**src/design/hmf_pkg.sv**
```systemverilog
// types and codes shared by the http message framer
`timescale 1ns / 1ps
`default_nettype none

package hmf_pkg;

  // error codes carried on the end-of-headers beat
  typedef enum logic [1:0] {
    ERR_NONE       = 2'd0,
    ERR_NO_DIGITS  = 2'd1,
    ERR_BAD_LENGTH = 2'd2
  } hmf_error_e;

  // input beat
  typedef struct packed {
    logic [7:0] data_byte;
    logic       first;
  } in_item_t;

  // result beat
  typedef struct packed {
    logic [7:0]  out_byte;
    logic        in_body;
    logic        last;
    hmf_error_e  error;
    logic [30:0] body_length;
  } out_item_t;

endpackage

`default_nettype wire

```
**src/design/hmf_pipe_reg.sv**
```systemverilog
// valid/ready register slice, one beat of storage
`timescale 1ns / 1ps
`default_nettype none

module hmf_pipe_reg #(
  parameter int WIDTH = 8
) (
  input  wire logic             clk_i,
  input  wire logic             rst_ni,
  input  wire logic             in_valid_i,
  output logic                  in_ready_o,
  input  wire logic [WIDTH-1:0] in_data_i,
  output logic                  out_valid_o,
  input  wire logic             out_ready_i,
  output logic [WIDTH-1:0]      out_data_o
);

  logic             valid_q, valid_d;
  logic [WIDTH-1:0] data_q;

  // take a new beat when empty or when the held one leaves
  assign in_ready_o = !valid_q || out_ready_i;
  assign valid_d    = in_ready_o ? in_valid_i : valid_q;

  always_ff @(posedge clk_i or negedge rst_ni) begin
    if (!rst_ni) begin
      valid_q <= 1'b0;
    end else begin
      valid_q <= valid_d;
    end
  end

  // payload needs no reset
  always_ff @(posedge clk_i) begin
    if (in_ready_o && in_valid_i) begin
      data_q <= in_data_i;
    end
  end

  assign out_valid_o = valid_q;
  assign out_data_o  = data_q;

endmodule

`default_nettype wire

```
**src/design/hmf_parser.sv**
```systemverilog
// header matchers, content length parser and body counter
`timescale 1ns / 1ps
`default_nettype none

module hmf_parser #(
  parameter int LENGTH_BITS = 32
) (
  input  wire logic              clk_i,
  input  wire logic              rst_ni,
  input  wire logic              step_i,
  input  wire hmf_pkg::in_item_t item_i,
  output hmf_pkg::out_item_t     result_o
);

  localparam int         LB          = LENGTH_BITS;
  localparam logic [4:0] WindowBytes = 5'd30;
  localparam logic [3:0] KeywordLen  = 4'd15;
  localparam logic [2:0] EndLen      = 3'd4;

  typedef enum logic [2:0] {
    NP_IDLE,
    NP_SKIP,
    NP_SIGN,
    NP_DIGITS,
    NP_ACCEPT,
    NP_NO_DIGITS,
    NP_BAD
  } num_phase_e;

  typedef enum logic [1:0] {
    MP_HEADER,
    MP_BODY,
    MP_DONE
  } msg_phase_e;

  // keyword characters, "Content-Length:"
  function automatic logic [7:0] kw_char(input logic [3:0] i);
    logic [7:0] ch;
    case (i)
      4'd0:    ch = "C";
      4'd1:    ch = "o";
      4'd2:    ch = "n";
      4'd3:    ch = "t";
      4'd4:    ch = "e";
      4'd5:    ch = "n";
      4'd6:    ch = "t";
      4'd7:    ch = "-";
      4'd8:    ch = "L";
      4'd9:    ch = "e";
      4'd10:   ch = "n";
      4'd11:   ch = "g";
      4'd12:   ch = "t";
      4'd13:   ch = "h";
      4'd14:   ch = ":";
      default: ch = 8'h00;
    endcase
    return ch;
  endfunction

  // close the number: accept, flag bad length or flag missing digits
  function automatic num_phase_e finish_num(input num_phase_e np, input logic neg,
                                            input logic [LB-1:0] lv);
    num_phase_e r;
    case (np)
      NP_DIGITS:        r = ((neg && (lv != '0)) || lv[LB-1]) ? NP_BAD : NP_ACCEPT;
      NP_SKIP, NP_SIGN: r = NP_NO_DIGITS;
      default:          r = np;
    endcase
    return r;
  endfunction

  num_phase_e    np_q, np_d;
  msg_phase_e    mp_q, mp_d;
  logic [2:0]    ep_q, ep_d;
  logic [3:0]    kp_q, kp_d;
  logic [4:0]    wc_q, wc_d;
  logic [LB-1:0] lv_q, lv_d;
  logic          neg_q, neg_d;
  logic [LB-1:0] bc_q, bc_d;

  logic [7:0]    c;
  logic          is_digit;
  logic          is_space;
  logic [3:0]    digit;
  logic [LB+3:0] prod;
  logic [LB+30:0] len_ext;
  logic          in_body;
  logic          last;
  hmf_pkg::hmf_error_e err;

  assign c        = item_i.data_byte;
  assign is_digit = (c >= "0") && (c <= "9");
  assign is_space = (c == 8'd32) || ((c >= 8'd9) && (c <= 8'd13));
  assign digit    = c[3:0];
  // times ten plus digit, as two shifts and adds
  assign prod     = ({4'b0, lv_q} << 3) + ({4'b0, lv_q} << 1) + {{LB{1'b0}}, digit};

  // next state and result for one byte
  always_comb begin
    np_d    = np_q;
    mp_d    = mp_q;
    ep_d    = ep_q;
    kp_d    = kp_q;
    wc_d    = wc_q;
    lv_d    = lv_q;
    neg_d   = neg_q;
    bc_d    = bc_q;
    in_body = 1'b0;
    last    = 1'b0;
    err     = hmf_pkg::ERR_NONE;

    // start of message clears everything
    if (item_i.first) begin
      np_d  = NP_IDLE;
      mp_d  = MP_HEADER;
      ep_d  = '0;
      kp_d  = '0;
      wc_d  = '0;
      lv_d  = '0;
      neg_d = 1'b0;
      bc_d  = '0;
    end

    case (mp_d)
      MP_HEADER: begin
        // number parse inside the window
        if ((np_d == NP_SKIP) || (np_d == NP_SIGN) || (np_d == NP_DIGITS)) begin
          if (wc_d >= WindowBytes) begin
            np_d = finish_num(np_d, neg_d, lv_d);
          end else begin
            case (np_d)
              NP_SKIP: begin
                if (is_digit) begin
                  np_d = NP_DIGITS;
                  lv_d = {{(LB-4){1'b0}}, digit};
                end else if ((c == "+") || (c == "-")) begin
                  neg_d = (c == "-");
                  np_d  = NP_SIGN;
                end else if (!is_space) begin
                  np_d = NP_NO_DIGITS;
                end
              end
              NP_SIGN: begin
                if (is_digit) begin
                  np_d = NP_DIGITS;
                  lv_d = {{(LB-4){1'b0}}, digit};
                end else begin
                  np_d = NP_NO_DIGITS;
                end
              end
              default: begin
                if (is_digit) begin
                  // saturate just above the largest length
                  if (prod[LB+3:LB-1] != '0) begin
                    lv_d = {1'b1, {(LB-1){1'b0}}};
                  end else begin
                    lv_d = prod[LB-1:0];
                  end
                end else begin
                  np_d = finish_num(np_d, neg_d, lv_d);
                end
              end
            endcase
            wc_d = wc_d + 5'd1;
            if (wc_d >= WindowBytes) begin
              np_d = finish_num(np_d, neg_d, lv_d);
            end
          end
        end

        // keyword matcher, runs until the keyword is found
        if (np_d == NP_IDLE) begin
          if ((kp_d < KeywordLen) && (c == kw_char(kp_d))) begin
            kp_d = kp_d + 4'd1;
          end else begin
            kp_d = (c == kw_char(4'd0)) ? 4'd1 : 4'd0;
          end
          if (kp_d >= KeywordLen) begin
            np_d  = NP_SKIP;
            wc_d  = '0;
            lv_d  = '0;
            neg_d = 1'b0;
          end
        end

        // end of headers matcher, cr lf cr lf with fallback
        if ((ep_d < EndLen) && (c == (ep_d[0] ? 8'd10 : 8'd13))) begin
          ep_d = ep_d + 3'd1;
        end else begin
          ep_d = (c == 8'd13) ? 3'd1 : 3'd0;
        end
        if (ep_d >= EndLen) begin
          np_d = finish_num(np_d, neg_d, lv_d);
          if (np_d == NP_NO_DIGITS) begin
            err  = hmf_pkg::ERR_NO_DIGITS;
            last = 1'b1;
            mp_d = MP_DONE;
          end else if (np_d == NP_BAD) begin
            err  = hmf_pkg::ERR_BAD_LENGTH;
            last = 1'b1;
            mp_d = MP_DONE;
          end else if ((np_d == NP_ACCEPT) && (lv_d != '0)) begin
            mp_d = MP_BODY;
            bc_d = '0;
          end else begin
            last = 1'b1;
            mp_d = MP_DONE;
          end
        end
      end
      MP_BODY: begin
        in_body = 1'b1;
        bc_d    = bc_d + 1'b1;
        if (bc_d >= lv_d) begin
          last = 1'b1;
          mp_d = MP_DONE;
        end
      end
      default: begin
      end
    endcase
  end

  // length as shown on the result, zero until accepted
  assign len_ext = {31'b0, lv_d};

  always_comb begin
    result_o.out_byte    = c;
    result_o.in_body     = in_body;
    result_o.last        = last;
    result_o.error       = err;
    result_o.body_length = (np_d == NP_ACCEPT) ? len_ext[30:0] : 31'b0;
  end

  // parse state, advanced once per byte
  always_ff @(posedge clk_i or negedge rst_ni) begin
    if (!rst_ni) begin
      np_q  <= NP_IDLE;
      mp_q  <= MP_HEADER;
      ep_q  <= '0;
      kp_q  <= '0;
      wc_q  <= '0;
      lv_q  <= '0;
      neg_q <= 1'b0;
      bc_q  <= '0;
    end else if (step_i) begin
      np_q  <= np_d;
      mp_q  <= mp_d;
      ep_q  <= ep_d;
      kp_q  <= kp_d;
      wc_q  <= wc_d;
      lv_q  <= lv_d;
      neg_q <= neg_d;
      bc_q  <= bc_d;
    end
  end

endmodule

`default_nettype wire

```
**src/design/http_message_framer_top.sv**
```systemverilog
// HTTP message framer: one byte per cycle, input register, parser, result register
// Each accepted byte comes back as one result beat through the input register and
// then the result register, and a new byte is taken every cycle while results are
// taken: the parser updates all of its matchers, the times-ten length accumulator
// and the body counter combinationally between the input register and the result
// register. in_ready_o follows out_ready_i through the two register slices, so a
// stall on the result side holds at most two bytes inside the block.
`timescale 1ns / 1ps
`default_nettype none

module http_message_framer_top #(
  parameter int LENGTH_BITS = 32
) (
  input  wire logic               clk_i,
  input  wire logic               rst_ni,
  input  wire logic               in_valid_i,
  output logic                    in_ready_o,
  input  wire hmf_pkg::in_item_t  in_data_i,
  output logic                    out_valid_o,
  input  wire logic               out_ready_i,
  output hmf_pkg::out_item_t      out_data_o
);

  localparam int InWidth  = $bits(hmf_pkg::in_item_t);
  localparam int OutWidth = $bits(hmf_pkg::out_item_t);

  logic               s1_valid;
  logic               res_ready;
  hmf_pkg::in_item_t  s1_item;
  hmf_pkg::out_item_t result;
  logic [InWidth-1:0] s1_bits;
  logic [OutWidth-1:0] out_bits;

  // input register
  hmf_pipe_reg #(
    .WIDTH (InWidth)
  ) u_in_reg (
    .clk_i       (clk_i),
    .rst_ni      (rst_ni),
    .in_valid_i  (in_valid_i),
    .in_ready_o  (in_ready_o),
    .in_data_i   (in_data_i),
    .out_valid_o (s1_valid),
    .out_ready_i (res_ready),
    .out_data_o  (s1_bits)
  );

  assign s1_item = hmf_pkg::in_item_t'(s1_bits);

  // parser steps when the byte moves into the result register
  hmf_parser #(
    .LENGTH_BITS (LENGTH_BITS)
  ) u_parser (
    .clk_i    (clk_i),
    .rst_ni   (rst_ni),
    .step_i   (s1_valid && res_ready),
    .item_i   (s1_item),
    .result_o (result)
  );

  // result register
  hmf_pipe_reg #(
    .WIDTH (OutWidth)
  ) u_out_reg (
    .clk_i       (clk_i),
    .rst_ni      (rst_ni),
    .in_valid_i  (s1_valid),
    .in_ready_o  (res_ready),
    .in_data_i   (result),
    .out_valid_o (out_valid_o),
    .out_ready_i (out_ready_i),
    .out_data_o  (out_bits)
  );

  assign out_data_o = hmf_pkg::out_item_t'(out_bits);

endmodule

`default_nettype wire

```
**config.mk**
```make
export PLATFORM = sky130hd
export DESIGN_NAME = http_message_framer_top
export DESIGN_NICKNAME = d
export VERILOG_FILES = /design/src/design/hmf_pkg.sv /design/src/design/hmf_pipe_reg.sv /design/src/design/hmf_parser.sv /design/src/design/http_message_framer_top.sv
export SDC_FILE = /design/constraint.sdc
export NUM_CORES = 1
export LEC_CHECK = 0
export BUFFER_PORTS_ARGS = -buffer_cell sky130_fd_sc_hd__buf_2
export CAP_MARGIN = 5
export CELL_PAD_IN_SITES_DETAIL_PLACEMENT = 2
export CELL_PAD_IN_SITES_GLOBAL_PLACEMENT = 2
export CORE_MARGIN = 5
export CORE_UTILIZATION = 39
export CTS_CLUSTER_DIAMETER = 150
export CTS_CLUSTER_SIZE = 25
export DETAILED_ROUTE_END_ITERATION = 8
export GPL_TIMING_DRIVEN = 0
export PLACE_DENSITY = 0.81
export SYNTH_ARGS = -nofsm -noshare
export SYNTH_HDL_FRONTEND = slang
export SYNTH_SLANG_ARGS = --single-unit
```
**constraint.sdc**
```tcl
create_clock -name clk_i -period 8.18 [get_ports clk_i]
set_input_delay 0.409 -clock clk_i [delete_from_list [all_inputs] [get_ports clk_i]]
set_output_delay 0.409 -clock clk_i [all_outputs]
set_load 0.02 [all_outputs]
```
==> impl_metrics.env, run 1 <==
export IMPL_nFillCells=3486
export IMPL_io_pins=58
export IMPL_port_buffers=57
export IMPL_min_path_type="input pin to async pin"
export IMPL_r2r_worst_path_cells=20
export IMPL_setup_ws_ns=0.412
export IMPL_crit_arrival_ns=8.01
export IMPL_worst_pin_slew_ns=1.14
export IMPL_worstPathBufferInverterCount=7
export IMPL_synthArstFlopShare=0.618
export IMPL_htree_levels=4
export IMPL_cts_root_buf="clkbuf_16"
export IMPL_hold_ws_ns=-0.0212
export IMPL_dr_pass1_iters=6
export IMPL_path_delay_family="buffers and inverters"
export IMPL_place_area_um2=13000
export IMPL_track_usage=0.311
export IMPL_antenna_found_initial=0
export IMPL_power_density_nw_per_um2=177
export IMPL_start_kind="flop"
export IMPL_drc_errors=0
export IMPL_die_w_um=186
export IMPL_hold_viol=15
export IMPL_multi_input_area_um2=7910
export IMPL_period_share=0.950
export IMPL_clk_pin_slew_ns=0.06
export IMPL_pre_cts_slack_ns=-0.144
export IMPL_grt_ovfl_total=0
export IMPL_crit_path_max_fanout=19
export IMPL_yosys_warnings=0
export IMPL_worst_ir_drop_vdd_mv=0.119
export IMPL_synthCells=1493
export IMPL_r2r_slack_ns=0.41
export IMPL_cap_violations=0
export IMPL_required_ns=8.42
export IMPL_initial_core_util=0.396
export IMPL_outcome="finished, violations left"
export IMPL_vias=12900
export IMPL_synth_edff_count=52
export IMPL_skew_ns=0.0134
export IMPL_area_sequential_um2=3660
export IMPL_path_class="flop to flop"
export IMPL_synth_distinct_cells=96
export IMPL_routedWlPerCell_um=28.1
export IMPL_drive_gt1_frac=0.105
export IMPL_drt_total_wl_um=55700
export IMPL_cp_end_kind="flop"
export IMPL_cp_cell_sequence="clkbuf_1 -> buf_2 -> clkinv_1 -> clkbuf_1 -> clkbuf_1 -> nand2_1 -> ha_1 -> nor2_1 -> nor3_1 -> or3_1 -> clkbuf_1 -> o22ai_1 -> a2111oi_1 -> nand2b_1 -> nor4_1 -> nand4_1 -> nand2_1 -> a31oi_1 -> clkbuf_1 -> nor2_1"
export IMPL_ant_nets=0
export IMPL_cts_buffer_depth=2
export IMPL_cpPeakStageDelay_ns=1.01
export IMPL_relSlewSlack=0.231
export IMPL_synth_seq_cells=136
export IMPL_nets=1690
export IMPL_cts_tree="built"
export IMPL_place_congestion=0.921
export IMPL_synth_nets=1612
export IMPL_synthesis_area_um2=12100
export IMPL_cts_sinks=136
export IMPL_core_area_um2=30700
export IMPL_rows=64
export IMPL_slew_violations=0
export IMPL_die_area_um2=34800
export IMPL_syn_area_per_cell_um2=8.13
export IMPL_post_route_min_period_ns=7.77
export IMPL_path_common_cell="clkbuf_1"
export IMPL_ys_seq_area_frac=0.302
export IMPL_clock_latency_ns=0.45
export IMPL_first_global_vias=13929
export IMPL_die_y_um=186
export IMPL_syn_to_final_growth_pct=12.0
export IMPL_hpwl_um=42300
export IMPL_critPathSlowestCell="a2111oi_1"
export IMPL_rsz0062_at_grt="no"
export IMPL_reg2reg_from="u_in_reg.out_data_o[0]"
export IMPL_violations="negative hold slack"
export IMPL_stdcell_area_um2=13600
export IMPL_grt_first_pass_wirelength_um=85300
export IMPL_timing_fmax_ghz=0.129
export IMPL_r2r_end="u_out_reg.out_data_o[15]"
export IMPL_final_core_util=0.444
export IMPL_via_per_inst=6.51
export IMPL_cts_buffers=17
export IMPL_grt_max_degree=44
export IMPL_setup_viol_count_final=0
export IMPL_synth_main_ff_cell="dfrtp_1"
export IMPL_first_iter_violations=913
export IMPL_leakage_nw=5.69
==> per-stage QoR <==
stage	cells	total power, W	setup TNS [ns]
after floorplan	1493	0.00124	0
after global placement	1946	0.00149	0
after detailed placement	1949	0.00153	-0.336
after CTS	1980	0.00238	0
after global routing	1980	0.00248	0
final	1981	0.00240	0
==> cell usage in the layout (no fill, tap or decap), types with 5 or more instances in the layout <==
cell,synthesis,final
a211oi_1,10,10
a21o_1,32,32
a21oi_1,92,92
a221oi_1,7,7
a22oi_1,7,7
a31oi_1,37,37
and2_1,13,13
and3_1,8,8
buf_2,10,67
clkbuf_1,48,45
clkbuf_16,0,17
clkbuf_8,5,6
dfrtp_1,84,84
dlygate4sd3_1,5,5
edfxtp_1,52,52
ha_1,104,104
inv_1,39,39
mux2i_1,7,7
nand2_1,188,188
nand2b_1,24,24
nand3_1,64,64
nand4_1,23,23
nand4b_1,6,6
nor2_1,164,163
nor2b_1,30,30
nor3_1,42,42
nor4_1,20,20
o211ai_1,9,9
o21a_1,17,17
o21ai_0,96,96
o21ai_2,14,14
o22ai_1,12,12
o2bb2ai_1,9,9
o31a_1,6,6
o31ai_1,16,16
o41ai_1,5,5
or3_1,12,12
xnor2_1,34,34
xor2_1,23,23
==> kinds of logic after synthesis <==
logic type                 count (synthesis)  share of synthesized area
and+or+nand+nor                          631                      0.250
AOI/OAI and AO/OA                        436                      0.242
DFF                                      136                      0.302
buffers and inverters                    118                     0.0477
adders and majority gates                106                      0.110
xor gates and xnor gates                  57                     0.0411
muxes                                      9                    0.00762
==> power by group <==
part | total (W) | switching, W | internal [W]
logic | 0.000734 | 0.000516 | 0.000218
clock network | 0.000854 | 0.000338 | 0.000517
registers | 0.000815 | 0.0000573 | 0.000758
total | 0.00240 | 0.000911 | 0.00149
==> worst max path at each step <==
| stage | depth (start not counted) | slack (ns) | from | end |
|---|---|---|---|---|
| after global routing | 27 | 0.11 | u_in_reg.out_data_o[0] | u_parser.mp_q[1] |
| after floorplan | 29 | 2.49 | u_in_reg.out_data_o[0] | u_parser.mp_q[0] |
| after detailed placement | 28 | -0.14 | u_in_reg.out_data_o[0] | u_parser.mp_q[1] |
| final | 20 | 0.41 | u_in_reg.out_data_o[0] | u_out_reg.out_data_o[15] |
| after CTS | 27 | 0.29 | u_in_reg.out_data_o[0] | u_parser.mp_q[1] |
| after global placement | 28 | 0.14 | u_in_reg.out_data_o[0] | u_parser.mp_q[1] |
==> cell usage after synthesis (all sizes together) (6+ instances only) <==
library cell	instances	share of area
nand2	189	0.059
nor2	164	0.051
o21ai	114	0.051
ha	104	0.11
a21oi	92	0.038
dfrtp	84	0.17
nand3	64	0.026
clkbuf	54	0.021
edfxtp	52	0.13
nor3	43	0.019
inv	39	0.012
a31oi	37	0.019
a21o	36	0.023
xnor2	34	0.025
nor2b	30	0.015
nand2b	24	0.012
nand4	23	0.012
xor2	23	0.017
nor4	22	0.012
buf	19	0.010
and2	17	0.0093
o21a	17	0.011
o31ai	17	0.011
o22ai	15	0.0093
or3	14	0.0074
a211oi	11	0.0072
o211ai	11	0.0083
o2bb2ai	11	0.0090
and3	8	0.0041
a221oi	7	0.0050
a22oi	7	0.0043
mux2i	7	0.0058
o31a	7	0.0052
nand4b	6	0.0043
o41ai	6	0.0049
==> sequential cells by signal, indices dropped and copies added (netlist names), 2 cells and up <==
register / count
u_parser.ep_q: 3
u_parser.np_q: 3
u_parser.lv_q: 32
u_out_reg.out_data_o: 43
u_parser.bc_q: 32
u_parser.kp_q: 4
u_parser.mp_q: 2
u_parser.wc_q: 5
u_in_reg.out_data_o: 9
==> final cells by class <==
class,instances,share of cell area
Multi-Input combinational cell,1239,0.581
Sequential cell,136,0.269
Tap cell,396,0.0364
Clock buffer,19,0.0325
Buffer,77,0.0315
Timing Repair Buffer,60,0.0250
Clock inverter,13,0.0131
Inverter,40,0.0110
Antenna cell,1,0.000184
==> metal layers <==
| metal | up-vias | track usage | part of all wire | wire [µm] |
|---|---|---|---|---|
| met3 | 132 | 0.0508 | 0.058 | 3230 |
| met1 | 6622 | 0.393 | 0.42 | 23400 |
| met2 | 477 | 0.526 | 0.48 | 26500 |
| li1 | 5669 | - | - | - |
| met4 | 0 | 0.138 | 0.048 | 2660 |
| met5 | - | 0 | 0 | 0 |
==> worst reg2reg max path: cells and delay by family (launching register included) <==
family	cells	cell delay (ns)
fa+ha+maj	1	0.18
simple gates	9	2.46
buf+inv	7	3.22
flops	1	0.34
compound gates	3	1.37
==> repair_timing <==
action	4_1_cts	5_1_grt
hold buffers	0	0
buffers inserted	0	0
hold endpoints to repair	0	0
gates resized for setup	1	3
cloned	0	0
setup endpoints to repair	3	3
No activity file was read; power rests on OpenSTA's default activity.
==> inputs of run 2 (changes only) <==
- CORE_MARGIN: 5 -> 1.5
- RECOVER_POWER: default -> 25
- clock period: 8.18 -> 8.7 ns (I/O delays scaled with it)
==> run 2 against run 1 <==
The flow finishes with violations (max-capacitance violations, max-slew violations); hold slack better by 0.19 ns; largest cell class unchanged; clock skew up 0.00099 ns; count of clock-buffer cells in the layout unchanged; utilization down 0.084 points; die area down 7.4%; clock power down 11%; non-clock buffer count up 1; maximum frequency down 6.3%; sequential share of layout area up 0.12 points; critical path depth up 7.
==> impl_metrics.env, run 2 (same netlist as run 1, synthesis figures left out) <==
export IMPL_outcome="finished, violations left"
export IMPL_violations="max-capacitance violations, max-slew violations"
export IMPL_drive_gt1_frac=0.103
export IMPL_vias=12731
export IMPL_syn_to_final_growth_pct=11.5
export IMPL_fin_setup_tns_ns=0
export IMPL_crit_path_max_fanout=19
export IMPL_skew_ns=0.0144
export IMPL_worst_pin_slew_ns=2.82
export IMPL_grt_first_pass_wirelength_um=85700
export IMPL_wl_met2_um=26700
export IMPL_antenna_found_initial=1
export IMPL_dr_pass1_iters=5
export IMPL_track_usage=0.347
export IMPL_post_route_min_period_ns=8.29
export IMPL_mostFrequentLayoutCell="nand2_1"
export IMPL_slew_violations=87
export IMPL_port_buffers=57
export IMPL_met1Wirelength_um=23300
export IMPL_die_area_um2=32200
export IMPL_cp_end_kind="flop"
export IMPL_power_switching_w=0.000869
export IMPL_place_area_um2=13000
export IMPL_via_per_inst=6.43
export IMPL_path_class="flop to flop"
export IMPL_setup_ws_ns=0.409
export IMPL_timing_fmax_ghz=0.121
export IMPL_pwr_share_clk=0.343
export IMPL_core_area_um2=30600
export IMPL_min_path_type="input pin to flop"
export IMPL_relSlewSlack=-0.881
export IMPL_cts_buffers=17
export IMPL_io_pins=58
export IMPL_p_comb_frac=0.311
export IMPL_fin_cells=1981
export IMPL_period_share=0.953
export IMPL_power_frac_seq=0.346
export IMPL_first_global_vias=14066
export IMPL_power_internal_w=0.00135
export IMPL_holdPathStages=1
export IMPL_nFillCells=3471
export IMPL_cap_violations=2
export IMPL_cts_buffer_depth=2
export IMPL_area_sequential_um2=3660
export IMPL_highest_layer="met5"
export IMPL_hpwl_um=42600
export IMPL_die_w_um=179
export IMPL_required_ns=9.09
export IMPL_nets=1691
export IMPL_stdcell_area_um2=13500
export IMPL_leakage_nw=5.66
export IMPL_cts_hold_buf=0
export IMPL_most_common_layout_cells="188 x nand2_1, 164 x nor2_1, 104 x ha_1"
export IMPL_rows=64
export IMPL_rsz0062_at_grt="no"
export IMPL_power_density_nw_per_um2=164
export IMPL_post_cts_setup_buffer_count=0
export IMPL_multi_input_area_um2=7900
export IMPL_cts_sinks=136
export IMPL_cts_tree="built"
export IMPL_first_iter_violations=698
export IMPL_grt_ovfl_total=0
export IMPL_worst_ir_drop_vdd_mv=0.131
export IMPL_die_y_um=179
export IMPL_cts_root_buf="clkbuf_16"
export IMPL_clock_latency_ns=0.46
export IMPL_placed_cells=1949
export IMPL_drt_total_wl_um=55700
export IMPL_initial_core_util=0.397
export IMPL_crit_arrival_ns=8.68
export IMPL_routedWlPerCell_um=28.1
export IMPL_swShare=0.392
export IMPL_final_core_util=0.443
export IMPL_place_congestion=0.958
export IMPL_wl_met3_um=2900
export IMPL_drc_errors=0
export IMPL_hold_viol=0
export IMPL_start_kind="flop"
export IMPL_r2r_worst_path_cells=27
export IMPL_pre_cts_slack_ns=0.286
export IMPL_diodes=0
export IMPL_largest_register_ffs=43
export IMPL_setup_viol_count_final=0
export IMPL_cts_resized=0
export IMPL_ant_nets=0
export IMPL_htree_levels=4
export IMPL_clk_pin_slew_ns=0.06
export IMPL_grt_max_degree=45
run 2: metal layers:
layer,up-vias,track usage
met3,151,0.0608
met5,-,0
met4,2,0.179
met2,435,0.584
met1,6479,0.424
li1,5664,-
run 2: worst paths after layout:
kind                                            end  slack [ns]              startpoint
setup / recovery                   u_parser.mp_q[1]        0.41  u_in_reg.out_data_o[0]
hold / removal               u_in_reg.out_data_o[4]        0.17            in_data_i[4]
setup reg to reg                   u_parser.mp_q[1]        0.41  u_in_reg.out_data_o[0]
hold reg to reg            u_out_reg.out_data_o[35]        0.46  u_in_reg.out_data_o[1]
max in group asynchronous            u_parser.neg_q        4.19                  rst_ni
min in group asynchronous         u_parser.bc_q[21]        0.80                  rst_ni
run 2: power by group through the flow:
stage          Sequential, W  Clock [W]  Combinational [W]
2_1_floorplan       0.000774          0           0.000396
3_3_place_gp        0.000773          0           0.000631
3_5_place_dp        0.000775          0           0.000665
4_1_cts             0.000765   0.000764           0.000677
5_1_grt             0.000771   0.000785           0.000734
6_report            0.000768   0.000760           0.000691
run 2: worst max-delay path, cell delays in order (launching register included):
cell and delay [ns]:
edfxtp_1 0.34, clkbuf_1 0.52, buf_2 0.61, clkbuf_1 0.64, buf_1 0.60, buf_1 0.59
buf_1 0.64, nor2b_1 0.17, ha_1 0.29, nand4_1 0.26, or3_1 0.27, nor2_1 0.17
nand3_1 0.15, nor2_1 0.10, and3_1 0.20, nand4_1 0.10, xor2_1 0.27, nor2_1 0.09
ha_1 0.33, nand4_1 0.08, or2_2 0.31, or4_1 0.55, nor2_1 0.14, nor2_1 0.05
o211ai_1 0.10, a21oi_1 0.10, o2bb2ai_1 0.31, a22o_1 0.20
run 2: cell type report:
type,count,share of cell area
inverter,40,0.0111
sequential,136,0.270
timing repair buffer,61,0.0235
tap,396,0.0366
buffer,77,0.0315
clock inverter,13,0.0109
clock buffer,19,0.0327
multi-input combinational,1239,0.583
run 2: through the flow:
stage,hold WS (ns),total power (W)
global placement,0.444,0.00140
finish,0.166,0.00222
detailed placement,0.446,0.00144
CTS,0.0237,0.00221
floorplan,0.139,0.00117
global route,0.156,0.00229
==> inputs of run 3 (changes only) <==
- RECOVER_POWER: 25 -> default
==> run 3 against run 2 <==
The run ends with negative hold slack left; critical path depth unchanged; critical endpoint unchanged; register-to-register slack lost 0.06 ns; design area is 0.20% higher; total power up 0.18%; maximum frequency is 0.76% lower; non-clock buffer count unchanged; combinational power about the same.
==> impl_metrics.env, run 3 (same netlist as run 1, synthesis figures left out) <==
export IMPL_drt_total_wl_um=55700
export IMPL_track_usage=0.347
export IMPL_hold_viol=5
export IMPL_core_area_um2=30600
export IMPL_slew_violations=0
export IMPL_violations="negative hold slack"
export IMPL_setup_viol_count_final=0
export IMPL_area_sequential_um2=3660
export IMPL_first_global_vias=14066
export IMPL_cts_buffers=17
export IMPL_worstSetupEndpoint="u_parser.mp_q[1]"
export IMPL_worst_ir_drop_vdd_mv=0.131
export IMPL_rsz0062_at_grt="no"
export IMPL_htree_levels=4
export IMPL_fin_setup_tns_ns=0
export IMPL_cpPeakStageDelay_ns=0.65
export IMPL_hold_ws_ns=-0.00637
export IMPL_vias=12756
export IMPL_hpwl_um=42600
export IMPL_cp_num_cells=27
export IMPL_cp_startpoint="u_in_reg.out_data_o[0]"
export IMPL_post_cts_setup_buffer_count=0
export IMPL_crit_arrival_ns=8.74
export IMPL_cts_buffer_depth=2
export IMPL_nets=1691
export IMPL_r2r_slack_ns=0.35
export IMPL_outcome="finished, violations left"
export IMPL_antenna_found_initial=1
export IMPL_min_path_type="input pin to async pin"
export IMPL_multi_input_area_um2=7900
export IMPL_skew_ns=0.0147
export IMPL_critPathSlowestCell="clkbuf_1"
export IMPL_grt_max_degree=45
export IMPL_r2r_end="u_parser.mp_q[1]"
export IMPL_r2r_worst_path_cells=27
export IMPL_rows=64
export IMPL_most_common_layout_cells="188 x nand2_1, 164 x nor2_1, 104 x ha_1"
export IMPL_ant_nets=0
export IMPL_cap_violations=0
export IMPL_via_per_inst=6.44
export IMPL_cts_root_buf="clkbuf_16"
export IMPL_dr_pass1_iters=5
export IMPL_relSlewSlack=0.233
export IMPL_first_iter_violations=717
export IMPL_drc_errors=0
export IMPL_timing_fmax_ghz=0.120
export IMPL_cts_tree="built"
export IMPL_start_kind="flop"
export IMPL_largest_register_ffs=43
export IMPL_reg2reg_from="u_in_reg.out_data_o[0]"
export IMPL_required_ns=9.09
export IMPL_die_area_um2=32200
export IMPL_routedWlPerCell_um=28.1
export IMPL_grt_ovfl_total=0
export IMPL_mostFrequentLayoutCell="nand2_1"
export IMPL_io_pins=58
export IMPL_cp_end_kind="flop"
export IMPL_crit_path_max_fanout=19
export IMPL_period_share=0.960
export IMPL_path_common_cell="nor2_1"
export IMPL_diodes=0
export IMPL_worstPathBufferInverterCount=6
export IMPL_clock_latency_ns=0.46
export IMPL_die_w_um=179
export IMPL_drive_gt1_frac=0.105
export IMPL_power_density_nw_per_um2=164
export IMPL_clk_pin_slew_ns=0.07
export IMPL_die_y_um=179
export IMPL_nFillCells=3468
export IMPL_path_class="flop to flop"
export IMPL_post_route_min_period_ns=8.35
export IMPL_leakage_nw=5.68
export IMPL_place_congestion=0.958
export IMPL_path_delay_family="buffers and inverters"
export IMPL_cts_hold_buf=0
export IMPL_worst_pin_slew_ns=1.15
export IMPL_port_buffers=57
export IMPL_syn_to_final_growth_pct=11.8
export IMPL_cts_sinks=136
export IMPL_initial_core_util=0.397
export IMPL_grt_first_pass_wirelength_um=85700
==> run 3: cell count changes in the layout (fill, tap and decap cells not counted), sizes merged <==
| cell | before | now |
|---|---|---|
| clkbuf | 74 | 72 |
| buf | 78 | 80 |
==> run 3: what timing repair did <==
action,4_1_cts,5_1_grt
resized for setup,0,1
endpoints found under the setup margin,0,3
hold endpoints to repair,0,0
==> run 3: metrics by stage <==
| stage | cells | power [W] | setup WS (ns) | utilization | cell area [µm²] |
|---|---|---|---|---|---|
| after global routing | 1981 | 0.00229 | 0.0630 | 0.444 | 13600 |
| final | 1981 | 0.00222 | 0.346 | 0.444 | 13600 |
| after floorplan | 1493 | 0.00117 | 3.01 | - | 12100 |
| after global placement | 1946 | 0.00140 | 0.595 | 0.423 | 12900 |
| after detailed placement | 1949 | 0.00144 | 0.286 | 0.424 | 13000 |
| after CTS | 1981 | 0.00221 | 0.0731 | 0.444 | 13600 |
==> run 3: routing by layer <==
layer / vias to the layer above / routed length, µm / share of wire / global-route usage
met5: - / 13 / 0.00023 / 0
met4: 2 / 2790 / 0.050 / 0.179
met3: 156 / 2870 / 0.051 / 0.0608
met2: 449 / 26600 / 0.48 / 0.584
met1: 6486 / 23500 / 0.42 / 0.424
li1: 5663 / - / - / -
==> run 3: worst min-delay path by stage <==
stage                                start                  endpoint  slack, ns  cells after the start
floorplan                           rst_ni      u_in_reg.out_valid_o       0.14                      0
global placement    u_in_reg.out_data_o[6]  u_out_reg.out_data_o[40]       0.44                      0
detailed placement  u_in_reg.out_data_o[1]  u_out_reg.out_data_o[35]       0.45                      0
CTS                                 rst_ni         u_parser.bc_q[21]       0.02                      1
global route                        rst_ni         u_parser.bc_q[21]       0.04                      1
finish                              rst_ni         u_parser.bc_q[21]     -0.006                      1
==> run 3: worst reg2reg max path, cell delays in order, from the launching register on <==
cell and delay, ns:
edfxtp_1 0.34, clkbuf_1 0.52, buf_2 0.61, clkbuf_1 0.65, buf_1 0.63, buf_1 0.62, buf_1 0.64, nor2b_1 0.17
ha_1 0.29, nand4_1 0.26, or3_1 0.27, nor2_1 0.17, nand3_1 0.15, nor2_1 0.10, and3_1 0.20, nand4_1 0.10
xor2_1 0.27, nor2_1 0.09, ha_1 0.33, nand4_1 0.08, or2_2 0.31, or4_1 0.55, nor2_1 0.14, nor2_1 0.06
o211ai_1 0.10, a21oi_1 0.10, o2bb2ai_1 0.32, a22o_1 0.20
==> run 3: power breakdown <==
| part | internal (W) | switching [W] | leakage (nW) | total [W] |
|---|---|---|---|---|
| registers | 0.000712 | 0.0000555 | 1.67 | 0.000768 |
| clock network | 0.000433 | 0.000329 | 0.288 | 0.000761 |
| logic | 0.000206 | 0.000488 | 3.72 | 0.000694 |
| total | 0.00135 | 0.000872 | 5.68 | 0.00222 |
==> run 3: area by class of cell <==
class / instances / area share
plain buffers: 77 / 0.0314
clock buffers: 19 / 0.0326
well taps: 396 / 0.0365
inverters: 40 / 0.0111
clock inverters: 13 / 0.0109
repair buffers: 61 / 0.0254
flip-flops and latches: 136 / 0.270
multi-input cells: 1239 / 0.582
